### config.mk
export PLATFORM = sky130hd
export DESIGN_NAME = jsim_cell
export DESIGN_NICKNAME = d
export VERILOG_FILES = /design/src/sv/jsim_pkg.sv /design/src/sv/jsim_cell.sv
export SDC_FILE = /design/constraint.sdc
export NUM_CORES = 1
export LEC_CHECK = 0
export BUFFER_PORTS_ARGS = -buffer_cell sky130_fd_sc_hd__buf_2
export CORE_ASPECT_RATIO = 0.75
export CORE_MARGIN = 2
export CORE_UTILIZATION = 42
export CTS_CLUSTER_SIZE = 20
export DETAILED_ROUTE_END_ITERATION = 12
export PLACE_DENSITY = 0.79
export SKIP_CTS_REPAIR_TIMING = 1
export SYNTH_ARGS = -nofsm -noshare
export SYNTH_HDL_FRONTEND = slang
export SYNTH_SLANG_ARGS = --single-unit
### constraint.sdc
create_clock -name clk -period 1.4 [get_ports clk]
set_input_delay 0.14 -clock clk [delete_from_list [all_inputs] [get_ports clk]]
set_output_delay 0.14 -clock clk [all_outputs]
set_load 0.02 [all_outputs]
### src/sv/jsim_pkg.sv
// Shared constants, types and control records of the jet similarity core.
// No dependencies; every other file but jsim_if imports this package.
package jsim_pkg;

  localparam int SCALES    = 5;
  localparam int ROTATIONS = 12;
  localparam int JET_SIZE  = SCALES * ROTATIONS;

  localparam int VAL_W  = 16;
  localparam int IDX_W  = (JET_SIZE > 1) ? $clog2(JET_SIZE) : 1;
  localparam int POS_W  = $clog2(JET_SIZE + 1);
  localparam int SHF_W  = $clog2(ROTATIONS);
  // Exact sums of 32-bit products over the whole jet.
  localparam int ACC_W  = 2 * VAL_W + IDX_W;
  localparam int PROD_W = 2 * ACC_W;
  // Squared score never exceeds 2^30, its root never exceeds 2^15.
  localparam int QUO_W  = 31;
  localparam int ROOT_W = 16;
  localparam int ROOT_OP_W = 32;
  localparam int STEP_W = $clog2(ACC_W + 1);

  typedef enum logic [1:0] {
    CELL_HOLD,
    CELL_LOAD,
    CELL_SHIFT,
    CELL_TURN
  } cell_op_t;

  typedef struct packed {
    logic                    start;
    logic signed [ACC_W-1:0] dot;
    logic [ACC_W-1:0]        norm1;
    logic [ACC_W-1:0]        norm2;
  } score_req_t;

  typedef struct packed {
    logic              done;
    logic [ROOT_W-1:0] score;
  } score_rsp_t;

endpackage

### src/sv/jsim_cell.sv
// One storage cell of the jet chain: holds one element pair of both jets.
// Depends on jsim_pkg.
module jsim_cell (
  input  logic                              clk,
  input  jsim_pkg::cell_op_t                op,
  input  logic signed [jsim_pkg::VAL_W-1:0] wr_a,
  input  logic signed [jsim_pkg::VAL_W-1:0] wr_b,
  input  logic signed [jsim_pkg::VAL_W-1:0] next_a,
  input  logic signed [jsim_pkg::VAL_W-1:0] next_b,
  input  logic signed [jsim_pkg::VAL_W-1:0] row_b,
  output logic signed [jsim_pkg::VAL_W-1:0] a,
  output logic signed [jsim_pkg::VAL_W-1:0] b
);
  import jsim_pkg::*;

  logic signed [VAL_W-1:0] a_r;
  logic signed [VAL_W-1:0] b_r;

  always_ff @(posedge clk) begin
    unique case (op)
      CELL_LOAD: begin
        a_r <= wr_a;
        b_r <= wr_b;
      end
      CELL_SHIFT: begin
        a_r <= next_a;
        b_r <= next_b;
      end
      CELL_TURN: begin
        b_r <= row_b;
      end
      CELL_HOLD: begin
      end
      default: begin
      end
    endcase
  end

  assign a = a_r;
  assign b = b_r;

endmodule

==> results of run 1 <==
-- power by group through the flow --
stage / Combinational (W) / Clock, W / Sequential, W
floorplan: 0.000190 / 0 / 0.00143
global placement: 0.000652 / 0 / 0.00125
detailed placement: 0.000658 / 0 / 0.00126
CTS: 0.000660 / 0.000678 / 0.00124
global route: 0.000706 / 0.000724 / 0.00125
finish: 0.000653 / 0.000660 / 0.00124
-- through the flow --
| stage | hold slack [ns] | utilization [%] | cell area (um2) | power, W |
|---|---|---|---|---|
| 2_1_floorplan | 0.357 | - | 1770 | 0.00162 |
| 3_3_place_gp | 0.442 | 60.0 | 2430 | 0.00191 |
| 3_5_place_dp | 0.445 | 60.0 | 2430 | 0.00191 |
| 4_1_cts | 0.155 | 61.9 | 2510 | 0.00258 |
| 5_1_grt | 0.150 | 61.9 | 2510 | 0.00268 |
| 6_report | 0.163 | 61.9 | 2510 | 0.00255 |
-- path summary, 6_finish.rpt --
kind                    endpoint  slack [ns]
hold / removal    a[0]$_DFFE_PP_        0.16
setup / recovery  a[7]$_DFFE_PP_        0.34
-- area by class of cell --
cell class                 count  area, um2  share of cell area [%]
multi-input combinational    100        728                    29.0
clock buffer                   6       72.6                    2.89
timing repair buffer         121        661                    26.3
tap                           55       68.8                    2.74
clock inverter                 1       5.00                   0.199
sequential                    32        961                    38.3
inverter                       4       15.0                   0.598
-- synth_stat cells --
cell,n
sky130_fd_sc_hd__edfxtp_1,32
sky130_fd_sc_hd__a32oi_1,16
sky130_fd_sc_hd__nand2_1,16
sky130_fd_sc_hd__nand2b_1,16
sky130_fd_sc_hd__nand3_1,16
sky130_fd_sc_hd__nor2b_1,16
sky130_fd_sc_hd__mux2_2,12
sky130_fd_sc_hd__buf_2,7
sky130_fd_sc_hd__ha_1,4
sky130_fd_sc_hd__mux2_4,4
sky130_fd_sc_hd__inv_1,3
sky130_fd_sc_hd__buf_6,2
sky130_fd_sc_hd__buf_4,1
sky130_fd_sc_hd__inv_2,1
-- sequential cells by signal, summed over array words and instances (netlist names) --
register  count
b            16
a            16
-- layout by cell type, fill, tap and decap left out --
| master | count |
|---|---|
| sky130_fd_sc_hd__inv_2 | 1 |
| sky130_fd_sc_hd__nor2b_1 | 16 |
| sky130_fd_sc_hd__clkinv_2 | 1 |
| sky130_fd_sc_hd__nand3_1 | 16 |
| sky130_fd_sc_hd__nand2b_1 | 16 |
| sky130_fd_sc_hd__a32oi_1 | 16 |
| sky130_fd_sc_hd__buf_2 | 114 |
| sky130_fd_sc_hd__ha_1 | 3 |
| sky130_fd_sc_hd__nand2_1 | 16 |
| sky130_fd_sc_hd__ha_2 | 1 |
| sky130_fd_sc_hd__edfxtp_1 | 32 |
| sky130_fd_sc_hd__buf_4 | 4 |
| sky130_fd_sc_hd__clkbuf_8 | 5 |
| sky130_fd_sc_hd__inv_1 | 3 |
| sky130_fd_sc_hd__clkbuf_1 | 1 |
| sky130_fd_sc_hd__mux2_2 | 12 |
| sky130_fd_sc_hd__mux2_4 | 4 |
| sky130_fd_sc_hd__buf_12 | 3 |
-- routing by layer --
| metal | vias to the layer above | GRT usage [%] | part of all wire [%] |
|---|---|---|---|
| met5 | - | 0 | 0 |
| met1 | 691 | 19.2 | 43 |
| met3 | 3 | 8.61 | 12 |
| met4 | 0 | 5.17 | 0.64 |
| met2 | 88 | 30.9 | 44 |
| li1 | 772 | - | - |
-- logic make-up (layout without fill, tap and decap cells) --
kind of cell,count (synthesis),after routing,synth area share (%)
flops,32,32,54.4
simple gates,64,64,19.3
compound gates,16,16,7.93
buf+inv,14,132,4.53
mux,16,16,11.0
fa+ha+maj,4,4,2.83
==> impl_metrics.yaml, run 1 <==
setup_path:
  worstPathRequired_ns: 1.43
  cp_num_buf_inv: 3
  crit_cells: 5
  crit_path_max_fanout: 22
  critical_path_arrival_ns: 1.09
  critical-path-slowest-cell: "sky130_fd_sc_hd__mux2_2"
  slowest_delay_ns: 0.35
  start_kind: "input pin"
  crit_family: "buffers and inverters"
  end_kind: "flop"
  crit_path_start: "op[0]"
  setup_crit_path_kind: "input pin to flop"
  worstPathCellList: "buf_2 > inv_1 > ha_2 > buf_12 > mux2_2"
drt:
  vias: 1554
  ratio_of_routed_vias_to_standard_cells: 4.87
  first_pass_iters: 4
  drt.antenna.violating_nets: 0
  remaining_drc_errors: 0
  route.final.wire_length_um: 4230
  first_iteration_detailed_routing_drc_count: 56
  drt-wirelength-per-cell_um: 13.3
run:
  maxCapViolCount: 0
power:
  irDropWorstVdd_v: 0.000388
  switching_power_w: 0.000718
  seq_power_share_pct: 48.5
  p_int_w: 0.00183
  power_frac_comb_pct: 25.6
  cellLeakagePower_nw: 1.11
  total_power_divided_by_cell_area_nw_per_um2: 1020
  switching_share_pct: 28.2
  power.clock.fraction_pct: 25.9
placed_design:
  placed_cells: 312
  io_buffer_count: 114
  hpwl_um: 3230
  gp_routability_congestion: 0.710
  pre_cts_slack_ns: 0.0334
global_routing:
  antenna_found_initial: 0
  globalRoute.totalOverflow: 0
  grt_max_degree: 33
  grt_pass1_wl_um: 6200
  number_of_global_route_vias_before_repair: 1418
  track_usage_pct: 17.6
die:
  core-area_um2: 4050
  die_y_um: 60.2
  io-pin-count: 115
  core.rowCount: 20
  initial_utilization_pct: 43.6
  die_area_um2: 4750
  die-width_um: 78.9
synth:
  yosysTopAreaCell: "sky130_fd_sc_hd__edfxtp_1"
  syn-num-nets: 233
  post_synth_instance_area_um2: 1770
  yosys_register_bits: 32
  area_share_of_the_largest_cell_type_after_synthesis_pct: 54.4
  syn_area_per_cell_um2: 12.1
  synth.distinct_cells: 14
  number_of_instances_in_the_synthesized_netlist: 146
  synth_warnings: 0
  synth_area_leaders: "sky130_fd_sc_hd__edfxtp_1 (54%), sky130_fd_sc_hd__a32oi_1 (7.9%), sky130_fd_sc_hd__mux2_2 (7.6%)"
  synth_seq_area_share_pct: 54.4
sta:
  slew_headroom_pct: 80.1
  final.setup.tns_ns: 0
  final-hold-violation-count: 0
  final-max-slew-violation-count: 0
  grt_setup_unrepaired: "no"
  layout_min_cycle_time_ns: 1.06
  fin_crit_sh_pct: 76.0
  setup_slack_ns: 0.335
  final_count_of_negative_setup_slack_endpoints: 0
  worstMarginPinSlew_ns: 0.299
  clock.fmax_mhz: 939
clock_tree:
  clock-root-buffer: "sky130_fd_sc_hd__clkbuf_8"
  clock_path_buffers: 2
  tritoncts: "built"
  clock_sinks: 32
  clkSlewWorstSetupHoldPaths_ns: 0.06
  tritoncts.num_buffers: 5
  htreeDepth: 2
layout:
  nets: 351
  flow.area_growth_from_synthesis_pct: 42.1
  post_route_cells_drive_above_1_share_pct: 54.9
  nFillCells: 347
  layout.cells.non_filler: 319
  n_antenna_cell: 0
hold_path:
  hold_path_depth: 2
  min-delay-start: "wr_a[0]"
  worstHoldPathType: "input pin to flop"
status:
  run_status: "finished, final reports clean"
No activity file was read; power rests on OpenSTA's default activity.
==> inputs of run 2 (changes only) <==
clock period = 1 ns   (was 1.4 ns; I/O delays follow)
==> impl_metrics.yaml, run 2 (synthesis gave the netlist of run 1 again) <==
status:
  run_status: "finished, final reports clean"
drt:
  vias: 1623
  drt-wirelength-per-cell_um: 13.8
  first_iteration_detailed_routing_drc_count: 55
  remaining_drc_errors: 0
  first_pass_iters: 4
  ratio_of_routed_vias_to_standard_cells: 4.96
  met2_length_um: 2150
  route.final.wire_length_um: 4500
  detail_route.wirelength.met1_um: 1780
  route.met3.wl_um: 526
  drt.antenna.violating_nets: 0
  routed.top_layer: "met4"
sta:
  final-hold-violation-count: 0
  layout_min_cycle_time_ns: 0.940
  final.setup.tns_ns: 0
  slew_headroom_pct: 86.9
  grt_setup_unrepaired: "no"
  clock.fmax_mhz: 1060
  setup_slack_ns: 0.0601
  fin_crit_sh_pct: 94.0
  worst_hold_slack_ns: 0.121
  final-max-slew-violation-count: 0
  final_count_of_negative_setup_slack_endpoints: 0
  worstMarginPinSlew_ns: 0.196
setup_path:
  critical-path-slowest-cell: "sky130_fd_sc_hd__mux2_2"
  slowest_delay_ns: 0.34
  worstPathRequired_ns: 1.03
  end_kind: "flop"
  crit_path_start: "op[0]"
  critical_path_arrival_ns: 0.97
  setup_crit_path_kind: "input pin to flop"
  start_kind: "input pin"
  worstPathCellList: "clkbuf_4 > inv_12 > ha_4 > buf_12 > mux2_2"
  crit_path_max_fanout: 13
hold_path:
  min-delay-start: "wr_a[15]"
  whs_endpoint: "a[15]$_DFFE_PP_"
  hold_path_depth: 2
  worstHoldPathType: "input pin to flop"
clock_tree:
  clock_path_buffers: 2
  htreeDepth: 2
  clock-root-buffer: "sky130_fd_sc_hd__clkbuf_8"
  clkSlewWorstSetupHoldPaths_ns: 0.06
  tritoncts: "built"
  tritoncts.num_buffers: 5
  clock_sinks: 32
layout:
  post_route_cells_drive_above_1_share_pct: 57.0
  nFillCells: 335
  nets: 358
  mostFrequentLayoutCell: "sky130_fd_sc_hd__buf_2"
  flow.area_growth_from_synthesis_pct: 49.9
  final_core_util_pct: 65.3
  n_antenna_cell: 0
  layout_common_cells: "sky130_fd_sc_hd__buf_2 (113), sky130_fd_sc_hd__edfxtp_1 (32)"
power:
  switching_share_pct: 27.0
  power_frac_comb_pct: 24.6
  seq_power_share_pct: 44.1
  power.clock.fraction_pct: 31.3
  design_power_total_w: 0.00392
  irDropWorstVdd_v: 0.000801
  cellLeakagePower_nw: 1.17
  p_int_w: 0.00286
  switching_power_w: 0.00106
  total_power_divided_by_cell_area_nw_per_um2: 1480
placed_design:
  io_buffer_count: 114
  pre_cts_slack_ns: -0.241
  hpwl_um: 3570
  gp_routability_congestion: 0.798
run:
  maxCapViolCount: 0
global_routing:
  track_usage_pct: 19.7
  number_of_global_route_vias_before_repair: 1608
  grt_max_degree: 25
  globalRoute.totalOverflow: 0
  grt_pass1_wl_um: 6960
  antenna_found_initial: 0
die:
  core.rowCount: 20
  die_y_um: 60.2
  initial_utilization_pct: 43.6
  die-width_um: 78.9
  die_area_um2: 4750
  core-area_um2: 4050
  io-pin-count: 115
## run 2: per-stage QoR
step	std cells	instance area [um2]
floorplan	146	1800
global placement	319	2530
detailed placement	319	2530
CTS	327	2650
global route	327	2650
finish	327	2650
## run 2: routing by layer
metal  vias up  global-route usage (%)
met5         -                       0
met2        87                    37.0
met4         0                    5.91
met1       742                    20.4
met3         5                    8.46
li1        789                       -
## run 2: cell type report
type                       instances  area, um2  share of cell area (%)
sequential                        32        961                    36.3
inverter                           4       27.5                    1.04
multi-input combinational        100        738                    27.9
clock buffer                       5       68.8                    2.60
timing repair buffer             128        741                    28.0
tap                               55       68.8                    2.60
clock inverter                     3       42.5                    1.61
## run 2: worst max path at each step
stage	endpoint	depth (start not counted)
floorplan	a[11]$_DFFE_PP_	5
global placement	b[8]$_DFFE_PP_	6
detailed placement	a[4]$_DFFE_PP_	5
CTS	b[8]$_DFFE_PP_	6
global route	b[7]$_DFFE_PP_	6
finish	a[4]$_DFFE_PP_	5
## run 2: critical path, delay by kind of cell
family	cells	cell delay, ns
muxes	1	0.34
adders and majority gates	1	0.15
buffers and inverters	3	0.37
## run 2: power by group through the flow
stage | Combinational, W | Clock (W) | Sequential [W]
after detailed placement | 0.000968 | 0 | 0.00176
after global placement | 0.000958 | 0 | 0.00175
after floorplan | 0.000275 | 0 | 0.00201
after global routing | 0.00104 | 0.00131 | 0.00174
final | 0.000964 | 0.00122 | 0.00173
after CTS | 0.000971 | 0.00126 | 0.00173
