### config.mk
export PLATFORM = sky130hd
export DESIGN_NAME = jsim_score
export DESIGN_NICKNAME = d
export VERILOG_FILES = /design/src/sv/jsim_pkg.sv /design/src/sv/jsim_score.sv
export SDC_FILE = /design/constraint.sdc
export NUM_CORES = 1
export LEC_CHECK = 0
export BUFFER_PORTS_ARGS = -buffer_cell sky130_fd_sc_hd__clkbuf_2
export CELL_PAD_IN_SITES_DETAIL_PLACEMENT = 2
export CELL_PAD_IN_SITES_GLOBAL_PLACEMENT = 2
export CORE_MARGIN = 3
export CORE_UTILIZATION = 41
export DETAILED_ROUTE_END_ITERATION = 8
export PLACE_DENSITY_LB_ADDON = 0.12
export SYNTH_ARGS = -nofsm -noshare
export SYNTH_HDL_FRONTEND = slang
export SYNTH_SLANG_ARGS = --single-unit
### constraint.sdc
create_clock -name clk -period 23.4 [get_ports clk]
set_input_delay 2.34 -clock clk [delete_from_list [all_inputs] [get_ports clk]]
set_output_delay 2.34 -clock clk [all_outputs]
set_load 0.1 [all_outputs]
### src/sv/jsim_pkg.sv
// Shared constants, types and control records of the jet similarity core.
// No dependencies; every other file but jsim_if imports this package.
package jsim_pkg;

  localparam int SCALES    = 5;
  localparam int ROTATIONS = 12;
  localparam int JET_SIZE  = SCALES * ROTATIONS;

  localparam int VAL_W  = 16;
  localparam int IDX_W  = (JET_SIZE > 1) ? $clog2(JET_SIZE) : 1;
  localparam int POS_W  = $clog2(JET_SIZE + 1);
  localparam int SHF_W  = $clog2(ROTATIONS);
  // Exact sums of 32-bit products over the whole jet.
  localparam int ACC_W  = 2 * VAL_W + IDX_W;
  localparam int PROD_W = 2 * ACC_W;
  // Squared score never exceeds 2^30, its root never exceeds 2^15.
  localparam int QUO_W  = 31;
  localparam int ROOT_W = 16;
  localparam int ROOT_OP_W = 32;
  localparam int STEP_W = $clog2(ACC_W + 1);

  typedef enum logic [1:0] {
    CELL_HOLD,
    CELL_LOAD,
    CELL_SHIFT,
    CELL_TURN
  } cell_op_t;

  typedef struct packed {
    logic                    start;
    logic signed [ACC_W-1:0] dot;
    logic [ACC_W-1:0]        norm1;
    logic [ACC_W-1:0]        norm2;
  } score_req_t;

  typedef struct packed {
    logic              done;
    logic [ROOT_W-1:0] score;
  } score_rsp_t;

endpackage

### src/sv/jsim_score.sv
// Iterative score unit: serial multiplier, restoring divider and bitwise square root.
// Turns one shift's dot product and norms into an unsigned Q1.15 cosine. Depends on jsim_pkg.
module jsim_score (
  input  logic                 clk,
  input  logic                 rst_n,
  input  jsim_pkg::score_req_t req,
  output jsim_pkg::score_rsp_t rsp
);
  import jsim_pkg::*;

  typedef enum logic [2:0] {
    SC_IDLE,
    SC_MULP,
    SC_MULD,
    SC_DIV,
    SC_ROOT
  } sc_state_t;

  sc_state_t            state_r;
  logic                 done_r;
  logic [STEP_W-1:0]    step_r;
  logic [PROD_W-1:0]    mcand_r;
  logic [ACC_W-1:0]     mplier_r;
  logic [PROD_W-1:0]    prod_r;
  logic [ACC_W-1:0]     mag_r;
  logic [PROD_W-1:0]    p_r;
  logic                 lsb_r;
  logic [PROD_W-1:0]    rem_r;
  logic [QUO_W-1:0]     quo_r;
  logic [ROOT_OP_W-1:0] op_r;
  logic [ROOT_OP_W-1:0] res_r;
  logic [ROOT_OP_W-1:0] one_r;
  logic [ROOT_W-1:0]    score_r;

  logic [PROD_W-1:0]    prod_nxt;
  logic [PROD_W:0]      trial;
  logic                 sub_ok;
  logic [PROD_W-1:0]    rem_nxt;
  logic [QUO_W-1:0]     quo_nxt;
  logic [ROOT_OP_W-1:0] sum;
  logic                 root_ok;
  logic [ROOT_OP_W-1:0] res_nxt;
  logic                 skip;

  assign prod_nxt = mplier_r[0] ? prod_r + mcand_r : prod_r;

  assign trial   = {rem_r, (step_r == '0) ? lsb_r : 1'b0};
  assign sub_ok  = trial >= {1'b0, p_r};
  assign rem_nxt = sub_ok ? PROD_W'(trial - {1'b0, p_r}) : trial[PROD_W-1:0];
  assign quo_nxt = {quo_r[QUO_W-2:0], sub_ok};

  assign sum     = res_r + one_r;
  assign root_ok = op_r >= sum;
  assign res_nxt = root_ok ? ((res_r >> 1) + one_r) : (res_r >> 1);

  // Non-positive dot or an empty norm scores zero at once.
  assign skip = req.dot[ACC_W-1] || (req.dot == '0) || (req.norm1 == '0)
                || (req.norm2 == '0);

  always_ff @(posedge clk) begin
    if (!rst_n) begin
      state_r <= SC_IDLE;
      done_r  <= 1'b0;
    end else begin
      done_r <= 1'b0;
      unique case (state_r)
        SC_IDLE: begin
          if (req.start) begin
            if (skip) begin
              score_r <= '0;
              done_r  <= 1'b1;
            end else begin
              mcand_r  <= PROD_W'(req.norm1);
              mplier_r <= req.norm2;
              prod_r   <= '0;
              mag_r    <= req.dot;
              step_r   <= '0;
              state_r  <= SC_MULP;
            end
          end
        end
        SC_MULP: begin
          mcand_r  <= mcand_r << 1;
          mplier_r <= mplier_r >> 1;
          prod_r   <= prod_nxt;
          step_r   <= step_r + 1'b1;
          if (step_r == STEP_W'(ACC_W - 1)) begin
            p_r      <= prod_nxt;
            mcand_r  <= PROD_W'(mag_r);
            mplier_r <= mag_r;
            prod_r   <= '0;
            step_r   <= '0;
            state_r  <= SC_MULD;
          end
        end
        SC_MULD: begin
          mcand_r  <= mcand_r << 1;
          mplier_r <= mplier_r >> 1;
          prod_r   <= prod_nxt;
          step_r   <= step_r + 1'b1;
          if (step_r == STEP_W'(ACC_W - 1)) begin
            // Divide dot^2 * 2^30 by norm1*norm2: preload the top, feed the rest.
            rem_r   <= prod_nxt >> 1;
            lsb_r   <= prod_nxt[0];
            step_r  <= '0;
            state_r <= SC_DIV;
          end
        end
        SC_DIV: begin
          rem_r  <= rem_nxt;
          quo_r  <= quo_nxt;
          step_r <= step_r + 1'b1;
          if (step_r == STEP_W'(QUO_W - 1)) begin
            op_r    <= ROOT_OP_W'(quo_nxt);
            res_r   <= '0;
            one_r   <= ROOT_OP_W'(1) << (ROOT_OP_W - 2);
            step_r  <= '0;
            state_r <= SC_ROOT;
          end
        end
        SC_ROOT: begin
          if (root_ok) begin
            op_r <= op_r - sum;
          end
          res_r  <= res_nxt;
          one_r  <= one_r >> 2;
          step_r <= step_r + 1'b1;
          if (step_r == STEP_W'(ROOT_W - 1)) begin
            score_r <= res_nxt[ROOT_W-1:0];
            done_r  <= 1'b1;
            state_r <= SC_IDLE;
          end
        end
        default: begin
          state_r <= SC_IDLE;
        end
      endcase
    end
  end

  assign rsp.done  = done_r;
  assign rsp.score = score_r;

endmodule

==> results.py, run 1 <==
metrics = {
    "yosys": {
        "syn-num-nets": 3796,
        "netlist_instances": 3455,
        "synth_top_area_share_pct": 45.1,
        "ys_ff_latch": 517,
        "syn_avg_cell_area_sq_um": 9.88,
        "synth.area.top_cells": "edfxtp_1 45%, ha_1 8.1%, a21oi_1 4.8%",
        "yosysMostFrequentCell": "edfxtp_1",
        "synthArstFlopShare_pct": 0,
        "yosys.area.top_type": "edfxtp_1",
        "synth_common_cells": "513 x edfxtp_1, 329 x a21oi_1, 325 x nor2_1",
        "ys_seq_area_share_pct": 45.4,
        "yosysWarnings": 0,
        "synth_enable_flop_cells": 513,
        "synth_cell_types": 98,
        "synthFlopType": "edfxtp_1",
        "synth_area_sq_um": 34100,
    },
    "clock_network": {
        "cts_htree_levels": 3,
        "cts_tree": "done",
        "cts.path.max_buffers": 3,
        "ctsRootBufferMaster": "clkbuf_16",
        "clk_latency_ns": 0.64,
        "clk_pin_slew_ns": 0.06,
        "cts_made_buffers": 67,
        "cts_setup_buffers": 0,
        "ctsResizeCount": 0,
        "hold_buffers": 0,
        "cts_sinks": 517,
    },
    "run_status": {
        "status": "complete, no violations",
    },
    "global_route": {
        "grt_max_degree": 132,
        "antenna_found_initial": 1,
        "grt_pass1_vias": 31200,
        "grt_use_total_pct": 27.0,
        "grt_first_pass_wirelength_um": 185000,
        "grt_overflow": 0,
    },
    "placement": {
        "pre_cts_ws_ns": 17.23,
        "dpl.hpwl_um": 85700,
        "globalplace.congestion": 0.862,
        "io_buffers": 133,
    },
    "route": {
        "drt_iter0_drc": 1593,
        "wl_per_cell_um": 25.3,
        "firstDrtPassIters": 5,
        "detail_route.wirelength_um": 117000,
        "drc": 0,
        "vias": 28000,
        "drt-vias-per-instance": 6.04,
        "ant_nets": 0,
    },
    "critical_path": {
        "cp-end-kind": "flop",
        "cp_max_fo": 41,
        "cp.required_ns": 23.66,
        "critPathKind": "reg -> reg",
        "cp-start-kind": "flop",
        "rr_worst_depth": 22,
        "reg2reg_to": "op_r[21]",
        "critPathArrivalTime_ns": 6.19,
        "reg2reg_from": "res_r[2]",
        "regToRegSetupSlack_ns": 17.47,
    },
    "pwr": {
        "power_leakage_nw": 15.0,
        "power_density_nw_per_um2": 96.8,
        "finalPower_mw": 3.68,
        "vdd.ir_drop.worst_mv": 0.0709,
    },
    "floorplanning": {
        "start_util_pct": 41.5,
        "die_w_um": 295,
        "die_area_sq_um": 86700,
        "rows": 105,
        "core-area_sq_um": 82200,
        "ios": 134,
        "die_h_um": 295,
    },
    "layout": {
        "final_nets": 3862,
        "drive_above_1_share_pct": 8.99,
        "areaGrowthSynthToFinish_pct": 11.6,
    },
    "worst_hold_path": {
        "hp-class": "reg -> reg",
        "min_from": "quo_r[20]",
        "min_path_cells": 0,
        "whs_endpoint": "quo_r[21]",
    },
    "job": {
        "drv_cap": 0,
    },
    "sta": {
        "fin_tns_setup_ns": 0,
        "report.final.slew_viol_count": 0,
        "rsz0062_at_grt": "false",
        "fmax_mhz": 169,
        "maxSlewHeadroom_pct": 25.7,
        "worst_slack_ns": 17.47,
        "setup_viol": 0,
        "skew_ns": 0.0405,
        "hold_viol_final": 0,
        "period_share_pct": 25.3,
        "period_needed_ns": 5.93,
        "tightest_slew_ns": 1.11,
    },
}
==> cell usage in the layout (no fill, tap or decap), types with 8 or more instances in the layout <==
cell and instances:
edfxtp_1 513, nor3_1 67, and3_1 32, o211ai_1 13
o31ai_1 14, buf_4 26, nor4_1 39, and2_1 93
o21ai_1 15, nand4_1 71, clkbuf_1 15, a221oi_1 11
a21boi_0 9, a31oi_1 48, nand2b_1 22, xnor2_1 117
a21o_1 102, o21bai_1 48, ha_1 221, a31o_2 12
bufinv_16 12, clkinv_1 10, mux2i_1 62, nand2_1 257
o21a_1 20, nor2_1 322, nand3_1 36, clkbuf_16 67
or3_1 12, nor2b_1 22, o21ai_0 149, clkbuf_2 133
a211oi_1 86, inv_1 221, a211o_1 8, xor2_1 101
a21oi_1 328, a221o_1 78
==> worst max-delay path: stages (launching register included) <==
cell,delay (ns)
edfxtp_1,0.46
ha_1,0.37
a31oi_1,0.25
o21bai_1,0.16
a31oi_1,0.36
o21ai_0,0.29
a21oi_1,0.30
a211o_1,0.24
o21bai_1,0.10
a31o_2,0.27
a31o_2,0.27
xnor2_1,0.13
ha_1,0.40
nand2_1,0.11
nand2_1,0.09
a211oi_1,0.13
nand2b_1,0.11
o21ai_0,0.17
a31oi_4,0.17
buf_4,0.42
a21oi_1,0.15
nor2_2,0.10
buf_4,0.44
==> logic make-up after synthesis <==
logic type / share of synthesized area, %
AND/OR/NAND/NOR: 14.3
buffers and inverters: 4.52
XOR/XNOR: 5.59
AO/OA/AOI/OAI: 19.9
multiplexers: 1.99
adder cells (fa/ha/maj): 8.28
flip-flops: 45.4
==> registers in the layout, summed over array words and instances, names as in the netlist, 6 cells and up <==
| signal | count |
|---|---|
| one_r | 16 |
| quo_r | 30 |
| mag_r | 38 |
| rem_r | 76 |
| mcand_r | 76 |
| op_r | 32 |
| mplier_r | 38 |
| prod_r | 76 |
| step_r | 6 |
| p_r | 76 |
| score_r | 16 |
| res_r | 32 |
==> worst max-delay path by stage <==
stage | depth (start not counted) | from | end | slack [ns]
floorplan | 9 | req[3] | mcand_r[0] | 5.50
global placement | 12 | req[4] | mcand_r[20] | 17.47
detailed placement | 12 | req[3] | mcand_r[20] | 17.23
CTS | 22 | res_r[2] | op_r[12] | 17.44
global route | 22 | res_r[2] | op_r[10] | 17.04
finish | 22 | res_r[2] | op_r[21] | 17.47
==> power breakdown <==
group	internal (mW)	switching, mW	total [mW]
clock network	0.669	0.455	1.12
registers	1.23	0.0687	1.29
logic	0.417	0.850	1.27
==> through the flow <==
stage	util [%]	hold WS [ns]	area, sq um	instances
finish	46.3	0.449	38100	4641
global route	46.3	0.462	38100	4640
CTS	46.3	0.448	38100	4639
detailed placement	43.4	0.439	35700	4521
global placement	43.4	0.431	35700	4521
floorplan	-	0.422	34100	3455
==> per-layer routing <==
metal / up-vias / share of wire, % / track usage [%] / wire length [um]
met4: 0 / 3.8 / 9.87 / 4440
li1: 13000 / - / - / -
met3: 239 / 3.4 / 4.05 / 3980
met2: 494 / 50 / 47.7 / 58800
met5: - / 0 / 0 / 0
met1: 14300 / 43 / 33.5 / 50000
==> final cells by class <==
class	instances	area (sq um)
antenna	1	2.50
clock buffer	82	1730
clock inverter	36	604
fill	8645	44200
inverter	224	841
multi-input combinational	2550	17200
sequential	517	15500
tap	1070	1340
timing repair buffer	161	892
(Power assumes the default switching activity.)
==> inputs of run 2 (changes only) <==
- clock period: 23.4 -> 6.22 ns (I/O delays scaled with it)
==> results.py, run 2 (same netlist as run 1, synthesis figures left out) <==
metrics = {
    "clock_network": {
        "ctsRootBufferMaster": "clkbuf_16",
        "clk_latency_ns": 0.63,
        "hold_buffers": 0,
        "clk_pin_slew_ns": 0.06,
        "cts_sinks": 517,
        "cts_htree_levels": 3,
        "cts_made_buffers": 66,
        "cts.path.max_buffers": 3,
        "cts_tree": "done",
    },
    "sta": {
        "maxSlewHeadroom_pct": 15.6,
        "worst_slack_ns": 0.491,
        "tightest_slew_ns": 1.26,
        "hold_viol_final": 0,
        "rsz0062_at_grt": "false",
        "report.final.slew_viol_count": 0,
        "period_needed_ns": 5.73,
        "setup_viol": 0,
        "fmax_mhz": 175,
        "skew_ns": 0.0308,
        "period_share_pct": 92.1,
    },
    "floorplanning": {
        "die_area_sq_um": 86700,
        "start_util_pct": 41.5,
        "rows": 105,
        "ios": 134,
        "die_h_um": 295,
        "die_w_um": 295,
        "core-area_sq_um": 82200,
    },
    "route": {
        "detail_route.wirelength_um": 118000,
        "ant_nets": 0,
        "wl_met3_um": 3170,
        "drt_iter0_drc": 1559,
        "top_layer_used": "met4",
        "firstDrtPassIters": 5,
        "drc": 0,
        "vias": 28200,
        "drt-vias-per-instance": 6.07,
        "wl_per_cell_um": 25.4,
        "wl_met1_um": 50100,
        "wl_met2_um": 62000,
    },
    "critical_path": {
        "critPathKind": "reg -> reg",
        "crit_path_top_delay_cell": "a211oi_4",
        "cp.required_ns": 6.56,
        "cp_max_fo": 14,
        "regToRegSetupSlack_ns": 0.49,
        "critPathArrivalTime_ns": 6.07,
        "critPathBufInv": 2,
        "max_stage_delay_ns": 0.48,
        "cp_cell_sequence": "ha_1 > a31oi_1 > o21bai_1 > a31oi_1 > o21ai_0 > a21oi_1 > a211o_1 > o21bai_1 > a31o_2 > a31o_2 > xnor2_1 > ha_1 > nand2_1 > nand2_1 > a211oi_4 > nand2b_1 > o21ai_2 > a31oi_4 > buf_12 > buf_4 > and2_1 > xnor2_1 > nor2_1",
        "cp-end-kind": "flop",
        "cp_top_family": "compound AO/OA/AOI/OAI gates",
        "cp-start-kind": "flop",
    },
    "layout": {
        "register_area_sq_um": 15500,
        "areaGrowthSynthToFinish_pct": 11.2,
        "final_cell_area_sq_um": 38000,
        "fin_util_pct": 46.2,
        "fillCellCount": 8684,
        "final_cells": 4639,
        "multi_input_area_sq_um": 17300,
        "final_nets": 3861,
        "drive_above_1_share_pct": 9.02,
        "mostFrequentLayoutCells": "513 x edfxtp_1, 328 x a21oi_1, 322 x nor2_1",
        "final_common_cell": "edfxtp_1",
    },
    "run_status": {
        "status": "complete, no violations",
    },
    "pwr": {
        "finalPower_mw": 13.5,
        "vdd.ir_drop.worst_mv": 0.283,
        "power_leakage_nw": 14.9,
        "power_density_nw_per_um2": 354,
    },
    "placement": {
        "io_buffers": 133,
        "place_inst": 4518,
        "pre_cts_ws_ns": 0.168,
        "globalplace.congestion": 0.865,
        "postPlaceCellArea_sq_um": 35800,
        "dpl.hpwl_um": 86300,
    },
    "global_route": {
        "grt_use_total_pct": 26.8,
        "grt_pass1_vias": 31100,
        "grt_overflow": 0,
        "grt_first_pass_wirelength_um": 184000,
        "antenna_found_initial": 1,
        "grt_max_degree": 135,
    },
    "worst_hold_path": {
        "hp-class": "in -> reg",
    },
    "job": {
        "drv_cap": 0,
    },
}
==> run 2: cell count changes in the layout (fill, tap and decap cells not counted), moves of 2 or more <==
cell and change:
o21ai_0 -2, clkbuf_1 -2, clkinv_16 -3, nor4_4 +2, buf_12 +3, nor4_1 -4, buf_4 -4, clkinv_1 +6
nor4_2 +2, bufinv_16 -7
==> run 2: layer usage <==
layer	GRT usage [%]	vias up
met5	0	-
met4	6.77	0
met3	2.74	163
met2	49.8	437
met1	33.1	14600
li1	-	13000
==> run 2: path summary, 6_finish.rpt <==
check / from / end / depth (start not counted)
max: res_r[2] / res_r[23] / 23
min: req[96] / mag_r[20] / 1
max reg2reg: res_r[2] / res_r[23] / 23
min reg2reg: quo_r[23] / quo_r[24] / 0
==> run 2: final cells by class <==
class	count	area share, %
diodes	1	0.00659
clock buffers	79	4.48
clock inverters	37	1.02
inverters	224	2.22
multi-input cells	2551	45.5
flip-flops and latches	517	40.8
well taps	1070	3.53
repair buffers	160	2.43
==> run 2: report_power, final <==
group	internal (mW)	leakage [nW]	total, mW	switching (mW)
Sequential	4.61	4.77	4.85	0.237
Combinational	1.57	9.16	4.78	3.21
Clock	2.18	1.00	3.83	1.65
Total	8.36	14.9	13.5	5.10
==> run 2: repair_timing <==
action | 4_1_cts | 5_1_grt
setup buffers | 0 | 3
endpoints found under the setup margin | 0 | 44
resized for setup | 0 | 5
==> run 2: metrics by stage <==
step | hold WS, ns | setup TNS [ns]
floorplan | 0.422 | -93.76
global placement | 0.432 | 0
detailed placement | 0.438 | 0
CTS | 0.148 | 0
global route | 0.158 | 0
finish | 0.183 | 0
==> inputs of run 3 (changes only) <==
- CORE_ASPECT_RATIO: not set -> 0.75
==> results.py, run 3 (same netlist as run 1, synthesis figures left out) <==
metrics = {
    "global_route": {
        "antenna_found_initial": 0,
        "grt_first_pass_wirelength_um": 187000,
        "grt_overflow": 0,
        "grt_max_degree": 95,
        "grt_pass1_vias": 30500,
        "grt_use_total_pct": 27.0,
    },
    "layout": {
        "final_cell_area_sq_um": 37900,
        "fin_util_pct": 46.5,
        "final_nets": 3860,
        "areaGrowthSynthToFinish_pct": 10.9,
        "mostFrequentLayoutCells": "513 x edfxtp_1, 328 x a21oi_1, 321 x nor2_1",
        "final_cells": 4671,
        "drive_above_1_share_pct": 9.23,
        "final_common_cell": "edfxtp_1",
    },
    "route": {
        "vias": 28200,
        "drt_iter0_drc": 2047,
        "drc": 0,
        "detail_route.wirelength_um": 120000,
        "drt-vias-per-instance": 6.04,
        "ant_nets": 0,
        "firstDrtPassIters": 6,
        "wl_per_cell_um": 25.6,
    },
    "pwr": {
        "finalPower_mw": 13.1,
        "p_comb_share_pct": 36.2,
        "clkPwrFrac_pct": 26.9,
        "power_leakage_nw": 14.9,
        "p_sw_mw": 4.95,
        "intPower_mw": 8.15,
        "vdd.ir_drop.worst_mv": 0.243,
        "seqPwrFrac_pct": 36.9,
        "p_sw_share_pct": 37.8,
        "power_density_nw_per_um2": 346,
    },
    "critical_path": {
        "critPathBufInv": 1,
        "cp.depth": 22,
        "max_stage_delay_ns": 0.50,
        "critPathArrivalTime_ns": 6.10,
        "critPathKind": "reg -> reg",
        "regToRegSetupSlack_ns": 0.46,
        "reg2reg_to": "res_r[7]",
        "path_common_cell": "nand2_1",
        "cp.required_ns": 6.56,
        "cp_cell_sequence": "ha_1 > a21oi_1 > o21bai_1 > a31oi_2 > o22ai_1 > or4_1 > a31oi_1 > o31ai_1 > and3_1 > o21ai_0 > xor2_1 > ha_1 > nand2_1 > nand2_1 > a211oi_4 > nand2b_1 > o21ai_2 > a31oi_4 > buf_4 > nand2_1 > xor2_1 > nor2_1",
        "cp_max_fo": 12,
        "reg2reg_from": "res_r[2]",
        "cp_top_family": "compound AO/OA/AOI/OAI gates",
        "cp-start-kind": "flop",
        "rr_worst_depth": 22,
        "crit_path_top_delay_cell": "or4_1",
        "cp-end-kind": "flop",
    },
    "placement": {
        "globalplace.congestion": 0.891,
        "io_buffers": 133,
        "dpl.hpwl_um": 89600,
        "pre_cts_ws_ns": 0.0202,
        "postPlaceCellArea_sq_um": 35900,
        "place_inst": 4560,
    },
    "clock_network": {
        "cts.path.max_buffers": 3,
        "cts_tree": "done",
        "cts_made_buffers": 59,
        "ctsRootBufferMaster": "clkbuf_16",
        "hold_buffers": 0,
        "clk_latency_ns": 0.65,
        "cts_sinks": 517,
        "cts_htree_levels": 2,
        "clk_pin_slew_ns": 0.06,
    },
    "sta": {
        "tightest_slew_ns": 1.15,
        "period_needed_ns": 5.76,
        "skew_ns": 0.0179,
        "fin_tns_setup_ns": 0,
        "setup_viol": 0,
        "maxSlewHeadroom_pct": 22.4,
        "hold_viol_final": 0,
        "worst_slack_ns": 0.463,
        "report.final.slew_viol_count": 0,
        "holdWs_ns": 0.172,
        "fmax_mhz": 174,
        "period_share_pct": 92.6,
    },
    "worst_hold_path": {
        "whs_endpoint": "mag_r[17]",
        "hp-class": "in -> reg",
        "min_path_cells": 1,
        "min_from": "req[93]",
    },
    "job": {
        "drv_cap": 0,
    },
    "floorplanning": {
        "die_area_sq_um": 86800,
        "rows": 90,
        "start_util_pct": 41.9,
        "die_w_um": 339,
        "ios": 134,
        "core-area_sq_um": 81400,
        "die_h_um": 256,
    },
    "run_status": {
        "status": "complete, no violations",
    },
}
==> run 3: cell type report <==
class,instances,area (sq um)
Fill cell,8516,43600
Multi-Input combinational cell,2551,17300
Sequential cell,517,15500
Clock buffer,75,1600
Tap cell,1104,1380
Timing Repair Buffer,166,980
Inverter,224,841
Clock inverter,33,265
Antenna cell,1,2.50
==> run 3: worst max path at each step <==
| stage | start | end | slack (ns) |
|---|---|---|---|
| finish | res_r[2] | res_r[7] | 0.46 |
| global route | res_r[2] | score_r[7] | -0.02 |
| CTS | res_r[2] | op_r[21] | 0.20 |
| detailed placement | one_r[0] | op_r[31] | 0.02 |
| global placement | res_r[2] | op_r[31] | 0.31 |
| floorplan | req[33] | mcand_r[0] | -0.49 |
==> run 3: power by group through the flow <==
| stage | sequential (mW) | clock (mW) | combinational [mW] |
|---|---|---|---|
| 2_1_floorplan | 4.87 | 0 | 3.20 |
| 3_3_place_gp | 4.88 | 0 | 4.37 |
| 3_5_place_dp | 4.90 | 0 | 4.67 |
| 4_1_cts | 4.84 | 3.59 | 4.72 |
| 5_1_grt | 4.87 | 3.72 | 5.23 |
| 6_report | 4.83 | 3.52 | 4.75 |
==> run 3: repair_timing <==
| item | CTS | global route |
|---|---|---|
| setup buffers | 1 | 0 |
| endpoints found under the hold margin | 0 | 0 |
| cloned | 1 | 0 |
| resized for setup | 1 | 7 |
| endpoints found under the setup margin | 32 | 80 |
==> run 3: layer usage <==
| metal | part of all wire (%) | GRT usage (%) | vias to the layer above | wire length, um |
|---|---|---|---|---|
| met5 | 0 | 0 | - | 0 |
| met4 | 1.9 | 5.78 | 0 | 2330 |
| met3 | 4.1 | 3.20 | 130 | 4880 |
| met2 | 46 | 43.6 | 526 | 55300 |
| met1 | 48 | 39.2 | 14600 | 57200 |
| li1 | - | - | 13000 | - |
==> run 3: worst register-to-register path: cells and delay by family (launching register included) <==
family                     cells  cell delay [ns]
DFF                            1             0.47
buffers and inverters          1             0.30
AOI/OAI and AO/OA             10             2.40
and+or+nand+nor                7             1.27
adders and majority gates      2             0.64
xor gates and xnor gates       2             0.37
